--- config.mk ---
export PLATFORM = sky130hd
export DESIGN_NAME = first_fit_slot_allocator_flat
export DESIGN_NICKNAME = d
export VERILOG_FILES = /design/src/ffsa_pkg.sv /design/src/ffsa_req_if.sv /design/src/ffsa_rsp_if.sv /design/src/ffsa_ctrl.sv /design/src/ffsa_datapath.sv /design/src/first_fit_slot_allocator.sv /design/src/flat_wrapper.sv
export SDC_FILE = /design/constraint.sdc
export NUM_CORES = 1
export LEC_CHECK = 0
export ABC_CLOCK_PERIOD_IN_PS = 10360
export BUFFER_PORTS_ARGS = -buffer_cell sky130_fd_sc_hd__buf_2
export CAP_MARGIN = 25
export CORE_MARGIN = 2
export CORE_UTILIZATION = 65
export CTS_BUF_LIST = sky130_fd_sc_hd__clkbuf_2
export CTS_CLUSTER_DIAMETER = 40
export DETAILED_ROUTE_END_ITERATION = 10
export PLACE_DENSITY = 0.82
export SYNTH_ARGS = -nofsm -noshare
export SYNTH_HDL_FRONTEND = slang
export SYNTH_HIERARCHICAL = 1
export SYNTH_SLANG_ARGS = --single-unit
--- constraint.sdc ---
create_clock -name clk -period 10.36 [get_ports clk]
set_input_delay 2.59 -clock clk [delete_from_list [all_inputs] [get_ports clk]]
set_output_delay 2.59 -clock clk [all_outputs]
set_load 0.02 [all_outputs]
--- src/ffsa_pkg.sv ---
package ffsa_pkg;

	localparam int WORD_BITS = 16;
	localparam int BIT_W     = 4;
	localparam int SIZE_W    = 16;
	localparam int IDX_W     = 8;
	localparam int CHG_W     = 9;
	localparam int NUM_W     = SIZE_W + 1;

	localparam logic OP_ALLOC    = 1'b0;
	localparam logic OP_FREE     = 1'b1;
	localparam logic STATUS_DONE = 1'b0;
	localparam logic STATUS_FAIL = 1'b1;

	typedef enum logic [3:0] {
		ST_CLEAR,
		ST_IDLE,
		ST_MUL,
		ST_DISPATCH,
		ST_SCAN,
		ST_MARK_RD,
		ST_MARK_WR,
		ST_FREE_RD,
		ST_FREE_WR,
		ST_FINISH
	} ffsa_state_t;

	typedef enum logic [2:0] {
		RES_NONE,
		RES_FAIL,
		RES_ALLOC,
		RES_FIRST,
		RES_FREED
	} ffsa_res_t;

	typedef struct packed {
		logic      load;
		logic      mul;
		logic      clr_wr;
		logic      scan_init;
		logic      scan_step;
		logic      mark_wr;
		logic      free_init;
		logic      free_wr;
		logic      out_load;
		ffsa_res_t res_sel;
	} ffsa_cmd_t;

	typedef struct packed {
		logic is_free;
		logic oob;
		logic too_big;
		logic need_zero;
		logic scan_hit;
		logic w_last;
		logic mark_last;
		logic free_more;
	} ffsa_sts_t;

endpackage

--- src/ffsa_req_if.sv ---
interface ffsa_req_if import ffsa_pkg::*; ();
	logic              valid;
	logic              ready;
	logic              op;
	logic [SIZE_W-1:0] size_bytes;
	logic [IDX_W-1:0]  slot_index;

	modport source (output valid, output op, output size_bytes, output slot_index, input ready);
	modport sink (input valid, input op, input size_bytes, input slot_index, output ready);
endinterface

--- src/ffsa_rsp_if.sv ---
interface ffsa_rsp_if import ffsa_pkg::*; ();
	logic             valid;
	logic             ready;
	logic             status;
	logic [IDX_W-1:0] start_slot;
	logic [CHG_W-1:0] slots_changed;

	modport source (output valid, output status, output start_slot, output slots_changed,
		input ready);
	modport sink (input valid, input status, input start_slot, input slots_changed,
		output ready);
endinterface

--- src/ffsa_ctrl.sv ---
module ffsa_ctrl import ffsa_pkg::*; (
	input  logic      clk,
	input  logic      arst_n,
	input  logic      req_valid,
	output logic      req_ready,
	output logic      rsp_valid,
	input  logic      rsp_ready,
	input  ffsa_sts_t sts,
	output ffsa_cmd_t cmd
);

	ffsa_state_t state_q, state_d;
	ffsa_res_t   res_q, res_d;
	logic        out_valid_q, out_valid_d;
	logic        out_free;

	assign out_free  = !out_valid_q || rsp_ready;
	assign rsp_valid = out_valid_q;

	always_ff @(posedge clk or negedge arst_n) begin
		if (!arst_n) begin
			state_q     <= ST_CLEAR;
			res_q       <= RES_NONE;
			out_valid_q <= 1'b0;
		end else begin
			state_q     <= state_d;
			res_q       <= res_d;
			out_valid_q <= out_valid_d;
		end
	end

	// next state
	always_comb begin
		state_d     = state_q;
		res_d       = res_q;
		out_valid_d = out_valid_q && !rsp_ready;
		case (state_q)
			ST_CLEAR: begin
				if (sts.w_last) state_d = ST_IDLE;
			end
			ST_IDLE: begin
				if (req_valid) state_d = ST_MUL;
			end
			ST_MUL: begin
				state_d = ST_DISPATCH;
			end
			ST_DISPATCH: begin
				if (sts.is_free) begin
					if (sts.oob) begin
						res_d   = RES_NONE;
						state_d = ST_FINISH;
					end else begin
						state_d = ST_FREE_RD;
					end
				end else if (sts.too_big) begin
					res_d   = RES_FAIL;
					state_d = ST_FINISH;
				end else begin
					state_d = ST_SCAN;
				end
			end
			ST_SCAN: begin
				if (sts.scan_hit) begin
					if (sts.need_zero) begin
						res_d   = RES_FIRST;
						state_d = ST_FINISH;
					end else begin
						res_d   = RES_ALLOC;
						state_d = ST_MARK_RD;
					end
				end else if (sts.w_last) begin
					res_d   = RES_FAIL;
					state_d = ST_FINISH;
				end
			end
			ST_MARK_RD: begin
				state_d = ST_MARK_WR;
			end
			ST_MARK_WR: begin
				state_d = sts.mark_last ? ST_FINISH : ST_MARK_RD;
			end
			ST_FREE_RD: begin
				state_d = ST_FREE_WR;
			end
			ST_FREE_WR: begin
				if (sts.free_more) begin
					state_d = ST_FREE_RD;
				end else begin
					res_d   = RES_FREED;
					state_d = ST_FINISH;
				end
			end
			ST_FINISH: begin
				if (out_free) begin
					out_valid_d = 1'b1;
					state_d     = ST_IDLE;
				end
			end
			default: begin
				state_d = ST_IDLE;
			end
		endcase
	end

	// outputs
	always_comb begin
		cmd         = '0;
		cmd.res_sel = res_q;
		req_ready   = 1'b0;
		case (state_q)
			ST_CLEAR: begin
				cmd.clr_wr = 1'b1;
			end
			ST_IDLE: begin
				req_ready = 1'b1;
				cmd.load  = req_valid;
			end
			ST_MUL: begin
				cmd.mul = 1'b1;
			end
			ST_DISPATCH: begin
				cmd.free_init = sts.is_free && !sts.oob;
				cmd.scan_init = !sts.is_free && !sts.too_big;
			end
			ST_SCAN: begin
				cmd.scan_step = 1'b1;
			end
			ST_MARK_WR: begin
				cmd.mark_wr = 1'b1;
			end
			ST_FREE_WR: begin
				cmd.free_wr = 1'b1;
			end
			ST_FINISH: begin
				cmd.out_load = out_free;
			end
			default: begin
				cmd = '0;
			end
		endcase
	end

endmodule

--- src/ffsa_datapath.sv ---
module ffsa_datapath import ffsa_pkg::*; #(
	parameter int POOL_SLOTS = 256,
	parameter int SLOT_BYTES = 4
) (
	input  logic              clk,
	input  logic              arst_n,
	input  ffsa_cmd_t         cmd,
	output ffsa_sts_t         sts,
	input  logic              req_op,
	input  logic [SIZE_W-1:0] req_size_bytes,
	input  logic [IDX_W-1:0]  req_slot_index,
	output logic              rsp_status,
	output logic [IDX_W-1:0]  rsp_start_slot,
	output logic [CHG_W-1:0]  rsp_slots_changed
);

	localparam int WORDS  = (POOL_SLOTS + WORD_BITS - 1) / WORD_BITS;
	localparam int WA_W   = (WORDS > 1) ? $clog2(WORDS) : 1;
	localparam int SA_W   = WA_W + BIT_W;
	localparam int CNT_W  = $clog2(POOL_SLOTS + 1);
	localparam int RUN_W  = $clog2(POOL_SLOTS + WORD_BITS + 1);
	localparam int MEM_W  = 2 * WORD_BITS;
	localparam int RCP_SH = NUM_W + $clog2(SLOT_BYTES);
	localparam int RCP_W  = NUM_W + 1;
	localparam int PROD_W = NUM_W + RCP_W;

	localparam logic [WA_W-1:0]  LAST_WORD = WA_W'(WORDS - 1);
	localparam logic [RCP_W-1:0] RECIP =
		RCP_W'(((longint'(1) << RCP_SH) + longint'(SLOT_BYTES) - 1) / longint'(SLOT_BYTES));
	localparam logic [NUM_W-1:0] BYTES_M1 = NUM_W'(SLOT_BYTES - 1);
	localparam logic [NUM_W-1:0] POOL_N   = NUM_W'(POOL_SLOTS);
	localparam logic [SA_W:0]    POOL_SA  = (SA_W + 1)'(POOL_SLOTS);

	logic [MEM_W-1:0] mem [WORDS];
	logic [MEM_W-1:0] rd_q;
	logic [WA_W-1:0]  rd_addr;
	logic             wr_en;
	logic [MEM_W-1:0] wr_data;

	logic              op_q;
	logic [SIZE_W-1:0] size_q;
	logic [IDX_W-1:0]  slot_q;
	logic [PROD_W-1:0] prod_q;
	logic [WA_W-1:0]   w_q;
	logic [BIT_W-1:0]  b_q;
	logic              first_q;
	logic [RUN_W-1:0]  run_q;
	logic [SA_W-1:0]   start_q;
	logic [SA_W-1:0]   run_end_q;
	logic [CNT_W-1:0]  cnt_q;

	logic [NUM_W-1:0]       need;
	logic [NUM_W-1:0]       slot_n;
	logic [SA_W+IDX_W-1:0]  slot_wide;
	logic [SA_W-1:0]        slot_sa;
	logic [WORD_BITS-1:0]   fr, cn, fv, hit, mk, st, fm, c2;
	logic [RUN_W-1:0]       len [WORD_BITS];
	logic                   hit_any;
	logic [BIT_W-1:0]       hit_bit;
	logic [SA_W-1:0]        end_pos, start_pos;
	logic [NUM_W-1:0]       start_n;
	logic [WA_W-1:0]        w_next;

	assign fr      = rd_q[WORD_BITS-1:0];
	assign cn      = rd_q[MEM_W-1:WORD_BITS];
	assign need    = NUM_W'(prod_q >> RCP_SH);
	assign slot_n  = NUM_W'(slot_q);
	assign slot_wide = (SA_W + IDX_W)'(slot_q);
	assign slot_sa = slot_wide[SA_W-1:0];
	assign w_next  = (w_q == LAST_WORD) ? w_q : w_q + 1'b1;

	// scan evaluation of one bitmap word
	always_comb begin
		logic [SA_W-1:0] pos;
		fv = '0;
		for (int k = 0; k < WORD_BITS; k++) begin
			pos   = {w_q, BIT_W'(k)};
			fv[k] = fr[k] && ({1'b0, pos} < POOL_SA);
		end
		for (int j = 0; j < WORD_BITS; j++) begin
			len[j] = run_q + RUN_W'(j + 1);
			for (int k = 0; k <= j; k++) begin
				if (!fv[k]) len[j] = RUN_W'(j - k);
			end
			hit[j] = (need == '0) ? fv[j] : (NUM_W'(len[j]) >= need);
		end
		hit_any = |hit;
		hit_bit = '0;
		for (int j = WORD_BITS - 1; j >= 0; j--) begin
			if (hit[j]) hit_bit = BIT_W'(j);
		end
		end_pos   = {w_q, hit_bit};
		start_n   = NUM_W'(end_pos) + NUM_W'(1) - need;
		start_pos = (need == '0) ? end_pos : start_n[SA_W-1:0];
	end

	// run marking and free walk masks
	always_comb begin
		logic [SA_W-1:0]      pos;
		logic [BIT_W-1:0]     beff;
		logic [WORD_BITS-1:0] lowk;
		mk = '0;
		st = '0;
		fm = '0;
		c2 = cn;
		for (int k = 0; k < WORD_BITS; k++) begin
			pos   = {w_q, BIT_W'(k)};
			mk[k] = (pos >= start_q) && (pos <= run_end_q);
			st[k] = (pos == start_q);
			if (first_q && (BIT_W'(k) <= b_q)) c2[k] = 1'b1;
		end
		beff = first_q ? b_q : '0;
		for (int k = 0; k < WORD_BITS; k++) begin
			lowk  = WORD_BITS'((32'd1 << (k + 1)) - 32'd1);
			fm[k] = (BIT_W'(k) >= beff) && ((c2 & lowk) == lowk);
		end
	end

	always_comb begin
		rd_addr = w_q;
		if (cmd.scan_init) rd_addr = '0;
		else if (cmd.scan_step) rd_addr = w_next;
	end

	always_comb begin
		wr_en   = cmd.clr_wr || cmd.mark_wr || cmd.free_wr;
		wr_data = {{WORD_BITS{1'b0}}, {WORD_BITS{1'b1}}};
		if (cmd.mark_wr) wr_data = {(cn & ~mk) | (mk & ~st), fr & ~mk};
		else if (cmd.free_wr) wr_data = {cn & ~fm, fr | fm};
	end

	always_ff @(posedge clk) begin
		if (wr_en) mem[w_q] <= wr_data;
		rd_q <= mem[rd_addr];
	end

	always_ff @(posedge clk or negedge arst_n) begin
		if (!arst_n) begin
			w_q <= '0;
		end else begin
			if (cmd.clr_wr || cmd.mark_wr || cmd.free_wr) w_q <= w_q + 1'b1;
			else if (cmd.scan_init) w_q <= '0;
			else if (cmd.free_init) w_q <= slot_sa[SA_W-1:BIT_W];
			else if (cmd.scan_step) w_q <= hit_any ? start_pos[SA_W-1:BIT_W] : w_next;
		end
	end

	always_ff @(posedge clk) begin
		if (cmd.load) begin
			op_q   <= req_op;
			size_q <= req_size_bytes;
			slot_q <= req_slot_index;
		end
		if (cmd.mul) prod_q <= PROD_W'(NUM_W'(size_q) + BYTES_M1) * PROD_W'(RECIP);
		if (cmd.scan_init) run_q <= '0;
		if (cmd.scan_step) begin
			run_q <= len[WORD_BITS-1];
			if (hit_any) begin
				start_q   <= start_pos;
				run_end_q <= end_pos;
			end
		end
		if (cmd.free_init) begin
			b_q     <= slot_sa[BIT_W-1:0];
			first_q <= 1'b1;
			cnt_q   <= '0;
		end
		if (cmd.free_wr) begin
			first_q <= 1'b0;
			cnt_q   <= cnt_q + CNT_W'($countones(fm));
		end
	end

	// result register
	always_ff @(posedge clk) begin
		logic [SA_W+IDX_W-1:0]  start_wide;
		logic [CNT_W+CHG_W-1:0] cnt_wide;
		start_wide = (SA_W + IDX_W)'(start_q);
		cnt_wide   = (CNT_W + CHG_W)'(cnt_q);
		if (cmd.out_load) begin
			rsp_status        <= STATUS_DONE;
			rsp_start_slot    <= '0;
			rsp_slots_changed <= '0;
			case (cmd.res_sel)
				RES_FAIL: begin
					rsp_status <= STATUS_FAIL;
				end
				RES_ALLOC: begin
					rsp_start_slot    <= start_wide[IDX_W-1:0];
					rsp_slots_changed <= need[CHG_W-1:0];
				end
				RES_FIRST: begin
					rsp_start_slot <= start_wide[IDX_W-1:0];
				end
				RES_FREED: begin
					rsp_slots_changed <= cnt_wide[CHG_W-1:0];
				end
				default: begin
					rsp_status <= STATUS_DONE;
				end
			endcase
		end
	end

	always_comb begin
		sts           = '0;
		sts.is_free   = (op_q == OP_FREE);
		sts.oob       = slot_n >= POOL_N;
		sts.too_big   = need > POOL_N;
		sts.need_zero = (need == '0);
		sts.scan_hit  = hit_any;
		sts.w_last    = (w_q == LAST_WORD);
		sts.mark_last = (w_q == run_end_q[SA_W-1:BIT_W]);
		sts.free_more = fm[WORD_BITS-1] && (w_q != LAST_WORD);
	end

endmodule

--- src/first_fit_slot_allocator.sv ---
// First-fit slot allocator over a pool of POOL_SLOTS slots of SLOT_BYTES bytes.
// req channel (sink): op 0 allocates size_bytes rounded up to whole slots,
// op 1 frees the run starting at slot_index. rsp channel (source): one response
// per request with status, start_slot and slots_changed.
// Requests are taken one at a time; ready is high only while the block is idle.
// The free and continuation bitmaps live in one memory of ceil(POOL_SLOTS/16) 16-slot words.
// Sequence: an allocate is accepted, converts its size to slots, dispatches, scans
// the bitmap words (one per cycle, up to every word of the memory), then reads and writes
// each word the new run covers (none for zero size) and finishes; a free reads and
// writes each word it walks, then finishes. The response turns valid as the block
// returns to idle, where the next request can be accepted; a new request is not
// taken before the last one is through. Too-large allocates and out-of-range frees go straight to finish.
// After reset every word of the memory is swept, one word a cycle,
// before the first request is taken.
// The response sits in an output register; if the receiver stalls, the block
// still takes the next request and holds its finished response until the
// register empties.
module first_fit_slot_allocator import ffsa_pkg::*; #(
	parameter int POOL_SLOTS = 256,
	parameter int SLOT_BYTES = 4
) (
	input logic      clk,
	input logic      arst_n,
	ffsa_req_if.sink   req,
	ffsa_rsp_if.source rsp
);

	ffsa_cmd_t cmd;
	ffsa_sts_t sts;

	ffsa_ctrl u_ctrl (
		.clk       (clk),
		.arst_n    (arst_n),
		.req_valid (req.valid),
		.req_ready (req.ready),
		.rsp_valid (rsp.valid),
		.rsp_ready (rsp.ready),
		.sts       (sts),
		.cmd       (cmd)
	);

	ffsa_datapath #(
		.POOL_SLOTS (POOL_SLOTS),
		.SLOT_BYTES (SLOT_BYTES)
	) u_datapath (
		.clk               (clk),
		.arst_n            (arst_n),
		.cmd               (cmd),
		.sts               (sts),
		.req_op            (req.op),
		.req_size_bytes    (req.size_bytes),
		.req_slot_index    (req.slot_index),
		.rsp_status        (rsp.status),
		.rsp_start_slot    (rsp.start_slot),
		.rsp_slots_changed (rsp.slots_changed)
	);

endmodule
--- src/flat_wrapper.sv ---
// flat-port wrapper written by rule: the top's interface ports become plain ports
module first_fit_slot_allocator_flat import ffsa_pkg::*;
#(
	parameter int POOL_SLOTS = 256,
	parameter int SLOT_BYTES = 4
)
  (clk, arst_n, req_valid, req_op, req_size_bytes, req_slot_index, req_ready, rsp_valid, rsp_status, rsp_start_slot, rsp_slots_changed, rsp_ready);
  ffsa_req_if req_i ();
  ffsa_rsp_if rsp_i ();
  input logic clk;
  input logic arst_n;
  input wire logic [$bits(req_i.valid)-1:0] req_valid;
  input wire logic [$bits(req_i.op)-1:0] req_op;
  input wire logic [$bits(req_i.size_bytes)-1:0] req_size_bytes;
  input wire logic [$bits(req_i.slot_index)-1:0] req_slot_index;
  output wire logic [$bits(req_i.ready)-1:0] req_ready;
  output wire logic [$bits(rsp_i.valid)-1:0] rsp_valid;
  output wire logic [$bits(rsp_i.status)-1:0] rsp_status;
  output wire logic [$bits(rsp_i.start_slot)-1:0] rsp_start_slot;
  output wire logic [$bits(rsp_i.slots_changed)-1:0] rsp_slots_changed;
  input wire logic [$bits(rsp_i.ready)-1:0] rsp_ready;
  assign req_i.valid = req_valid;
  assign req_i.op = req_op;
  assign req_i.size_bytes = req_size_bytes;
  assign req_i.slot_index = req_slot_index;
  assign req_ready = req_i.ready;
  assign rsp_valid = rsp_i.valid;
  assign rsp_status = rsp_i.status;
  assign rsp_start_slot = rsp_i.start_slot;
  assign rsp_slots_changed = rsp_i.slots_changed;
  assign rsp_i.ready = rsp_ready;
  first_fit_slot_allocator #(.POOL_SLOTS(POOL_SLOTS), .SLOT_BYTES(SLOT_BYTES)) u_core (.clk(clk), .arst_n(arst_n), .req(req_i), .rsp(rsp_i));
endmodule
Word level (Yosys, flattened, before mapping). Memory sizes are Yosys's and may differ from the RTL's. A register that Yosys moved wholly into a read port is not among the register bits. Cells that the tools add are included.

Bits in registers: 111. Memory bits (writable): 512. Output and inout port bits: 20. Memories kept: 1.

Add/subtract/negate cells: 36. $lt $le $gt $ge: 82. Equality and inequality tests: 54. Multiplexer cells: 237. Bitwise operators: 9. Reductions and logical operators: 72.

Memory list: u_core.u_datapath.mem (depth 16, width 32, read ports 1, clocked after Yosys merged registers in 1, wr ports 1, line ffsa_datapath.sv:34) `logic [MEM_W-1:0] mem [WORDS];`.

Operators with widths (number): 9-bit 2-to-1 mux (140); 9-bit by 15-bit >= comparator with 1-bit output (16); 4-bit 2-to-1 mux (36); 8-bit equality test (16); 8-bit >= comparator (16); 8-bit <= comparator (16); 9-bit by 4-bit adder with 9-bit output, second input constant (8); 16-bit bitwise AND (4); 32-bit 2-to-1 mux (2); 1-bit logical AND (52); 1-bit 2-to-1 mux (48); 16-bit inverter (3); 4-bit case mux with 10 select lines (1); 9-bit by 3-bit adder with 9-bit output, second input constant (4); 4-bit >= comparator, first input constant (8); 4-bit <= comparator, first input constant (8); 16-bit OR (2); 3-bit 2-to-1 mux (7); 9-bit by 2-bit adder with 9-bit output, second input constant (2); 9-bit case mux with 2 select lines (1); 16-bit by 2-bit adder with 17-bit output, second input constant (1); 17-bit logical NOT (1); 1-bit by 1-bit adder with 2-bit output (8); 16-bit equality test, second input constant (1); other kinds (56) (89).

Logic depth before layout (Yosys ltp). Gate-level depths: netlist of run 1.

Word-level depth: 43. Gate-level depth with buffers: 33.

Cells and area by module. The synthesis of run 1 kept the hierarchy.

By module, submodules not included: ffsa_datapath (instances 1, cells each 2476, area each 32717.6 um2, seq. area each 19018.2 um2); ffsa_ctrl (instances 1, cells each 82, area each 691.9 um2, seq. area each 200.2 um2).

Worst setup path before layout of run 1. Ideal clock, no wire load.

Path kind: register to register. Start: reg u_core.u_datapath.b_q[0]. End: reg u_core.u_datapath.cnt_q[8] (data pin). Setup time: 0.266 ns. Data arrival time: 5.875 ns. Required time: 10.094 ns. Path slack: 4.219 ns. Cell stages (with the launch flop): 24. Cells stage by stage: edfxtp_1 > clkbuf_1 > o41a_1 > o22ai_1 > nor3_1 > o221ai_1 > nor3_1 > a21oi_1 > nor3_1 > fa_1 > fa_1 > inv_1 > fa_1 > fa_1 > inv_1 > fa_1 > fa_1 > a21o_1 > a21oi_1 > nor2b_1 > o21a_1 > nand3_1 > xor2_1 > nor2_1.

Word-level cells in the longest chain between the ends: 11. Elaborated cells between the ends (all ways): 113. Classes of those cells: add/sub: 16; order compare: 32; eq/ne: 15; mux: 18; reduce/logical: 32.

RTL lines: start, declared (line ffsa_datapath.sv:45) `logic [BIT_W-1:0] b_q;`; start signal, assigned (line ffsa_datapath.sv:164) `b_q <= slot_sa[BIT_W-1:0];`; 1-bit by 4-bit <= comparator with 1-bit output, or another cell as far along (line ffsa_datapath.sv:110) `if (first_q && (BIT_W'(k) <= b_q)) c2[k] = 1'b1;`; 1-bit logical AND (line ffsa_datapath.sv:110); 1-bit 2-to-1 mux (line ffsa_datapath.sv:110); 16-bit equality test, or another cell as far along (line ffsa_datapath.sv:115) `fm[k] = (BIT_W'(k) >= beff) && ((c2 & lowk) == lowk);`; 1-bit logical AND (line ffsa_datapath.sv:115); 1-bit by 1-bit adder with 2-bit output (implied by the code) (line ffsa_datapath.sv:170) `cnt_q <= cnt_q + CNT_W'($countones(fm));`; 2-bit by 2-bit adder with 3-bit output (implied by the code) (line ffsa_datapath.sv:170); 3-bit by 3-bit adder with 4-bit output (implied by the code) (line ffsa_datapath.sv:170); 4-bit by 4-bit adder with 5-bit output (implied by the code) (*) (line ffsa_datapath.sv:170); 9-bit by 5-bit adder with 9-bit output (*) (line ffsa_datapath.sv:170); 9-bit 2-to-1 mux (*) (line ffsa_datapath.sv:168) `if (cmd.free_wr) begin`; end signal, assigned (line ffsa_datapath.sv:170); end, declared (line ffsa_datapath.sv:50) `logic [CNT_W-1:0] cnt_q;`.

Every way passes the cells marked *; elsewhere a longest branch is shown, timed or not. A chain may end at the register's enable or synchronous reset.

==> impl_metrics.csv, run 1 <==
group,metric,value,unit
placement,place_ws,3.35,ns
placement,dp_hpwl,56.4,mm
setup_path,worstPathArrival,8.41,ns
power_and_ir_drop,vdd_ir_drop_max,0.000164,V
clocking,cts_root_buffer,"clkbuf_2",
sta,slew-limit-headroom,9.59,%
detailed_routing,via_count,23000,
sta,tightest_slew,1.36,ns
global_route,antenna_found_initial,2,
sta,hold-worst-slack,0.405,ns
logic_synthesis,synth_warnings,6,
layout,final_area,36100,sq um
floorplan,initial_utilization,65.4,%
sta,max_freq,140,MHz
sta,skew,0.107,ns
floorplan,num_rows,83,
clocking,cts.clk_slew.worst_paths,0.11,ns
setup_path,path_class,"reg2reg",
detailed_routing,avgRoutedWirePerCell,25.3,um
global_route,grt_pass1_wl,135,mm
floorplan,dieArea,53200,sq um
sta,finalHoldViolCount,0,
layout,fin_nets,2923,
global_route,groute.usage.overall,34.2,%
clocking,clk_latency,1.39,ns
layout,regArea,19200,sq um
sta,maxSlewViolCount,0,
floorplan,die-height,231,um
clocking,clock-sinks,653,
placement,routabilityCongestion,1.03,
sta,finalSetupViolCount,0,
sta,layout_setup_ws,3.23,ns
global_route,grt_pass1_vias,23000,
detailed_routing,drtAntennaViolNets,0,
logic_synthesis,ys.flop_type,"edfxtp_1",
floorplan,pin_count,49,
hold_path,hold_depth,0,
power_and_ir_drop,seq_power_share,41.0,%
flow_run,drv_cap,0,
detailed_routing,drt_wl_total,88.8,mm
layout,fillers,3486,
clocking,cts_hold_buf,0,
setup_path,regToRegSetupSlack,3.23,ns
setup_path,critical_path_buf_inv_count,0,
logic_synthesis,yosysSeqAreaShare,57.5,%
setup_path,crit_fanout,10,
run_status,status,"finished, final reports clean",
layout,final_util,70.6,%
detailed_routing,drtPass1Iterations,6,
setup_path,crit_path_start_kind,"flip-flop",
power_and_ir_drop,pwr-share-clk,20.0,%
layout,multi_input_area,13500,sq um
setup_path,reg2reg_from,"u_core/u_datapath/rd_q[1]$_DFF_P_",
clocking,postCtsResizedCells,0,
placement,portBuffers,48,
placement,dp_cells,3199,
clocking,cts_made_buffers,158,
logic_synthesis,postSynthCellCount,2558,
power_and_ir_drop,totalPowerFinal,8.64,mW
logic_synthesis,async_reset_ff_share,1.84,%
setup_path,required,11.64,ns
setup_path,r2r_end,"u_core/u_datapath/w_q[3]$_DFFE_PN0P_",
setup_path,rr_worst_depth,25,
sta,post-route-period-util,68.8,%
placement,dpl-instance-area,34400,sq um
sta,period_needed,7.13,ns
hold_path,hp-start,"u_core/u_datapath/slot_q[2]$_DFFE_PP_",
logic_synthesis,synth_edf_count,608,
hold_path,hold_end,"u_core/u_datapath/b_q[2]$_DFFE_PP_",
power_and_ir_drop,combPwrFrac,39.0,%
power_and_ir_drop,p_int,5.26,mW
sta,rsz0062_at_grt,"no",
global_route,grt.overflow.total,0,
hold_path,hold_class,"reg2reg",
layout,drive_gt1_share,19.5,%
layout,synthToLayoutAreaGrowth,7.91,%
power_and_ir_drop,p_leak,13.5,nW
global_route,grt_max_degree,85,
logic_synthesis,ys_seq_elements,653,
logic_synthesis,ys_types,94,
layout,final_cell_mix,"edfxtp_1, clkbuf_2, nor2_1",
power_and_ir_drop,switchingPower,3.38,mW
clocking,tritoncts,"yes",
layout,layout_commonest_cell,"edfxtp_1",
logic_synthesis,synth_area,33400,sq um
clocking,cts_buffer_depth,3,
setup_path,max_stage_delay,0.80,ns
setup_path,end_kind,"flip-flop",
detailed_routing,drtIter0Drc,2612,
setup_path,path_delay_family,"simple AND/OR/NAND/NOR gates",
power_and_ir_drop,powerDensity,240,nW/um^2
detailed_routing,remaining_drc_errors,0,
clocking,postCtsSetupBuffers,0,
floorplan,die_w,231,um
floorplan,core_area,51100,sq um
clocking,h-tree-depth,4,
logic_synthesis,synth_fp_nets,2795,
logic_synthesis,postSynthAreaPerCell,13.1,sq um
power_and_ir_drop,switching_share,39.1,%
sta,setup_tns,0,ns
detailed_routing,viasPerCell,6.56,
layout,finalNonFillerCells,3503,
setup_path,cp_slowest_cell,"dfxtp_1",
-- power by group through the flow --
| stage | combinational, mW | sequential, mW | clock [mW] |
|---|---|---|---|
| global placement | 3.24 | 3.57 | 0 |
| global route | 3.70 | 3.55 | 1.90 |
| floorplan | 2.53 | 3.38 | 0 |
| CTS | 3.34 | 3.53 | 1.77 |
| finish | 3.37 | 3.54 | 1.72 |
| detailed placement | 3.32 | 3.59 | 0 |
-- routing by layer --
metal	GRT usage, %	routed length, um	share of wire [%]
met1	45.9	34000	38
met2	53.9	41900	47
met3	6.24	8540	9.6
met4	18.6	4330	4.9
met5	0	0	0
-- area by class of cell --
type / instances / area share, %
repair buffers: 106 / 1.98
flip-flops and latches: 653 / 53.3
well taps: 680 / 2.36
clock inverters: 58 / 0.968
inverters: 71 / 0.739
diodes: 6 / 0.0416
multi-input cells: 1696 / 37.4
clock buffers: 233 / 3.23
-- registers in the layout, summed over array words and instances, names as in the netlist --
signal	cells
u_core/u_datapath/mem	512
u_core/u_datapath/rd_q	32
u_core/u_datapath/size_q	16
u_core/u_datapath/prod_q	15
u_core/u_datapath/cnt_q	9
u_core/u_datapath/rsp_slots_changed	9
u_core/u_datapath/run_q	9
u_core/u_datapath/rsp_start_slot	8
u_core/u_datapath/run_end_q	8
u_core/u_datapath/slot_q	8
u_core/u_datapath/start_q	8
u_core/u_ctrl/state_q	4
u_core/u_datapath/b_q	4
u_core/u_datapath/w_q	4
u_core/u_ctrl/res_q	3
u_core/u_ctrl/rsp_valid	1
u_core/u_datapath/first_q	1
u_core/u_datapath/op_q	1
u_core/u_datapath/rsp_status	1
-- cell usage after synthesis, drive strengths merged (33+ instances only) --
cell,instances,area share (%)
nor2,224,2.5
nor3,44,0.69
a31oi,52,0.97
dfxtp,33,2.0
o21ai,101,1.5
a21oi,126,1.9
a211oi,46,1.0
nor2b,43,0.81
nand3,43,0.64
inv,70,0.79
ha,195,7.3
mux4,128,8.6
nand2,215,2.5
and2,72,1.3
xor2,52,1.4
clkbuf,106,1.2
edfxtp,608,55
xnor2,47,1.2
-- worst max-delay path by stage --
stage | from | to | slack, ns | cells past startpoint
after floorplan | u_core/u_datapath/b_q[0]$_DFFE_PP_ | u_core/u_datapath/cnt_q[8]$_SDFFCE_PN0P_ | 4.22 | 23
after global placement | u_core/u_datapath/run_q[4]$_SDFFCE_PN0P_ | u_core/u_datapath/w_q[3]$_DFFE_PN0P_ | 3.46 | 21
after detailed placement | u_core/u_datapath/run_q[4]$_SDFFCE_PN0P_ | u_core/u_datapath/w_q[3]$_DFFE_PN0P_ | 3.35 | 21
after CTS | u_core/u_datapath/rd_q[1]$_DFF_P_ | u_core/u_datapath/w_q[3]$_DFFE_PN0P_ | 3.37 | 27
after global routing | u_core/u_datapath/run_q[5]$_SDFFCE_PN0P_ | u_core/u_datapath/w_q[3]$_DFFE_PN0P_ | 2.92 | 24
final | u_core/u_datapath/rd_q[1]$_DFF_P_ | u_core/u_datapath/w_q[3]$_DFFE_PN0P_ | 3.23 | 25
-- worst register-to-register path, delay by kind of cell (launching register included) --
| kind | cells | cell delay, ns |
|---|---|---|
| muxes | 1 | 0.26 |
| and+or+nand+nor | 10 | 2.76 |
| AOI/OAI and AO/OA | 9 | 1.71 |
| DFF | 1 | 0.80 |
| adders and majority gates | 3 | 1.10 |
| xor gates and xnor gates | 2 | 0.37 |
-- kinds of logic after synthesis --
logic type	after synthesis	synth area share, %
XOR/XNOR	99	2.60
buffers and inverters	209	2.48
adder cells (fa/ha/maj)	208	8.08
multiplexers	140	9.02
AO/OA/AOI/OAI	462	8.78
other	1	0.0112
AND/OR/NAND/NOR	786	11.5
flip-flops	653	57.5
No activity file was read; power rests on OpenSTA's default activity.
==> inputs of run 2 (changes only) <==
--- a/config.mk
+++ b/config.mk
@@ -5,7 +5,7 @@
 export SDC_FILE = /design/constraint.sdc
 export NUM_CORES = 1
 export LEC_CHECK = 0
-export ABC_CLOCK_PERIOD_IN_PS = 10360
+export ABC_CLOCK_PERIOD_IN_PS = 7370
 export BUFFER_PORTS_ARGS = -buffer_cell sky130_fd_sc_hd__buf_2
 export CAP_MARGIN = 25
 export CORE_MARGIN = 2
==> constraint.sdc (replaced) <==
create_clock -name clk -period 7.37 [get_ports clk]
set_input_delay 1.8425 -clock clk [delete_from_list [all_inputs] [get_ports clk]]
set_output_delay 1.8425 -clock clk [all_outputs]
set_load 0.02 [all_outputs]
==> run 2 against run 1 <==
Critical path depth down 3. Clock power is 42% higher. Wire length grew 4.7%. Sequential cell count unchanged. Sequential share of layout area decreased by 0.23 points. Register-to-register slack got worse by 2.7 ns. Critical path type unchanged. Global-route usage rose by 1.5 points. Maximum frequency grew 4.1%. Sequential power up 40%. Non-clock buffer count increased by 15. Clock skew is 0.045 ns higher. Via count up 0.53%.
==> impl_metrics.csv, run 2 (synthesized netlist as in run 1, its figures left out) <==
group,metric,value,unit
floorplan,die-height,231,um
sta,period_needed,6.85,ns
sta,finalHoldViolCount,0,
flow_run,drv_cap,0,
sta,tightest_slew,1.06,ns
sta,rsz0062_at_grt,"no",
setup_path,end_kind,"flip-flop",
setup_path,crit_fanout,14,
detailed_routing,drtAntennaViolNets,0,
clocking,clock-sinks,653,
layout,largestRegisters,"u_core/u_datapath/mem (512), u_core/u_datapath/rd_q (32), u_core/u_datapath/size_q (16)",
layout,fillers,3522,
sta,slew-limit-headroom,29.1,%
placement,dp_hpwl,59.8,mm
setup_path,worstPathArrival,7.92,ns
hold_path,hold_class,"in2async",
sta,finalSetupViolCount,0,
setup_path,path_delay_family,"adder cells",
detailed_routing,viasPerCell,6.57,
layout,layout_commonest_cell,"edfxtp_1",
floorplan,num_rows,83,
detailed_routing,drt_wl_total,92.9,mm
clocking,postCtsSetupBuffers,0,
placement,dpl-instance-area,34600,sq um
layout,largest_reg_flops,512,
clocking,cts_root_buffer,"clkbuf_2",
power_and_ir_drop,vdd_ir_drop_max,0.000302,V
clocking,clk_latency,1.39,ns
clocking,tritoncts,"yes",
floorplan,initial_utilization,65.4,%
run_status,status,"finished, final reports clean",
power_and_ir_drop,p_leak,13.6,nW
setup_path,required,8.44,ns
clocking,postCtsResizedCells,0,
floorplan,core_area,51100,sq um
setup_path,crit_path_start_kind,"flip-flop",
sta,maxSlewViolCount,0,
placement,routabilityCongestion,1.04,
sta,skew,0.152,ns
sta,setup_tns,0,ns
layout,fin_nets,2939,
global_route,groute.usage.overall,35.7,%
setup_path,max_stage_delay,0.62,ns
clocking,cts_buffer_depth,3,
setup_path,crit_chain,"o41a_1 > o22ai_1 > nor3_1 > o221ai_1 > nor3_1 > a21oi_1 > nor3_1 > fa_1 > fa_1 > inv_1 > fa_1 > fa_1 > inv_1 > fa_1 > fa_1 > a21o_1 > a21oi_1 > nor2b_1 > o21a_1 > nand3_1 > xor2_1 > nor2_1",
setup_path,path_class,"reg2reg",
detailed_routing,via_count,23100,
layout,drive_gt1_share,20.4,%
setup_path,cp_common_cell,"fa_1",
layout,top_register,"u_core/u_datapath/mem",
detailed_routing,avgRoutedWirePerCell,26.4,um
placement,portBuffers,48,
sta,post-route-period-util,93.0,%
floorplan,die_w,231,um
global_route,grt_pass1_vias,23200,
clocking,h-tree-depth,4,
floorplan,dieArea,53200,sq um
detailed_routing,drtPass1Iterations,5,
detailed_routing,remaining_drc_errors,0,
global_route,grt_pass1_wl,140,mm
setup_path,cp_slowest_cell,"edfxtp_1",
power_and_ir_drop,powerDensity,339,nW/um^2
sta,max_freq,146,MHz
clocking,cts.clk_slew.worst_paths,0.11,ns
clocking,cts_hold_buf,0,
layout,final_cell_mix,"edfxtp_1, clkbuf_2, nor2_1",
setup_path,critical_path_buf_inv_count,2,
global_route,grt.overflow.total,0,
floorplan,pin_count,49,
layout,final_area,36200,sq um
global_route,antenna_found_initial,5,
clocking,cts_made_buffers,159,
power_and_ir_drop,totalPowerFinal,12.3,mW
global_route,grt_max_degree,65,
layout,synthToLayoutAreaGrowth,8.37,%
detailed_routing,drtIter0Drc,2653,
[run 2: cell count changes in the layout (fill, tap and decap cells not counted), sizes merged]
cell,change
buf,+16
clkbuf,+19
clkinv,-23
clkinvlp,+3
inv,-3
[run 2: layout make-up]
| type | instances | area (sq um) | area share, % |
|---|---|---|---|
| flip-flops and latches | 653 | 19200 | 53.1 |
| multi-input cells | 1696 | 13500 | 37.2 |
| clock buffers | 253 | 1270 | 3.50 |
| repair buffers | 121 | 873 | 2.41 |
| well taps | 680 | 851 | 2.35 |
| inverters | 71 | 267 | 0.736 |
| clock inverters | 35 | 244 | 0.674 |
| diodes | 6 | 15.0 | 0.0415 |
[run 2: metrics by stage]
step,setup slack (ns),cells,hold slack [ns],util [%]
global route,0.0312,3514,0.311,70.9
global placement,0.767,3210,0.405,67.6
detailed placement,0.591,3217,0.406,67.8
finish,0.517,3515,0.379,70.9
floorplan,1.23,2558,0.400,-
CTS,0.593,3505,0.281,70.8
[run 2: path summary, 6_finish.rpt]
path,startpoint,endpoint,slack (ns),cells after the start
worst min register to register,u_core/u_datapath/slot_q[3]$_DFFE_PP_,u_core/u_datapath/b_q[3]$_DFFE_PP_,0.42,0
worst max-delay path,u_core/u_datapath/b_q[2]$_DFFE_PP_,u_core/u_datapath/cnt_q[8]$_SDFFCE_PN0P_,0.52,22
min in group clk,u_core/u_datapath/slot_q[3]$_DFFE_PP_,u_core/u_datapath/b_q[3]$_DFFE_PP_,0.42,0
worst min-delay path,arst_n,u_core/u_datapath/w_q[3]$_DFFE_PN0P_,0.38,1
worst max register to register,u_core/u_datapath/b_q[2]$_DFFE_PP_,u_core/u_datapath/cnt_q[8]$_SDFFCE_PN0P_,0.52,22
max in group asynchronous,arst_n,u_core/u_ctrl/res_q[2]$_DFFE_PN0P_,6.73,1
[run 2: routing by layer]
layer,up-vias,global-route usage (%),wire length (um),share of wire [%]
li1,10100,-,-,-
met1,11300,46.4,35100,38
met2,1371,57.1,44400,48
met3,270,7.30,8460,9.1
met4,4,19.3,4950,5.3
met5,-,0,25,0.027
[run 2: power by group]
| part | total [mW] | switching, mW | internal [mW] |
|---|---|---|---|
| sequential | 4.94 | 0.426 | 4.52 |
| combinational | 4.88 | 2.91 | 1.97 |
| clock | 2.44 | 1.45 | 0.988 |
| total | 12.3 | 4.79 | 7.47 |
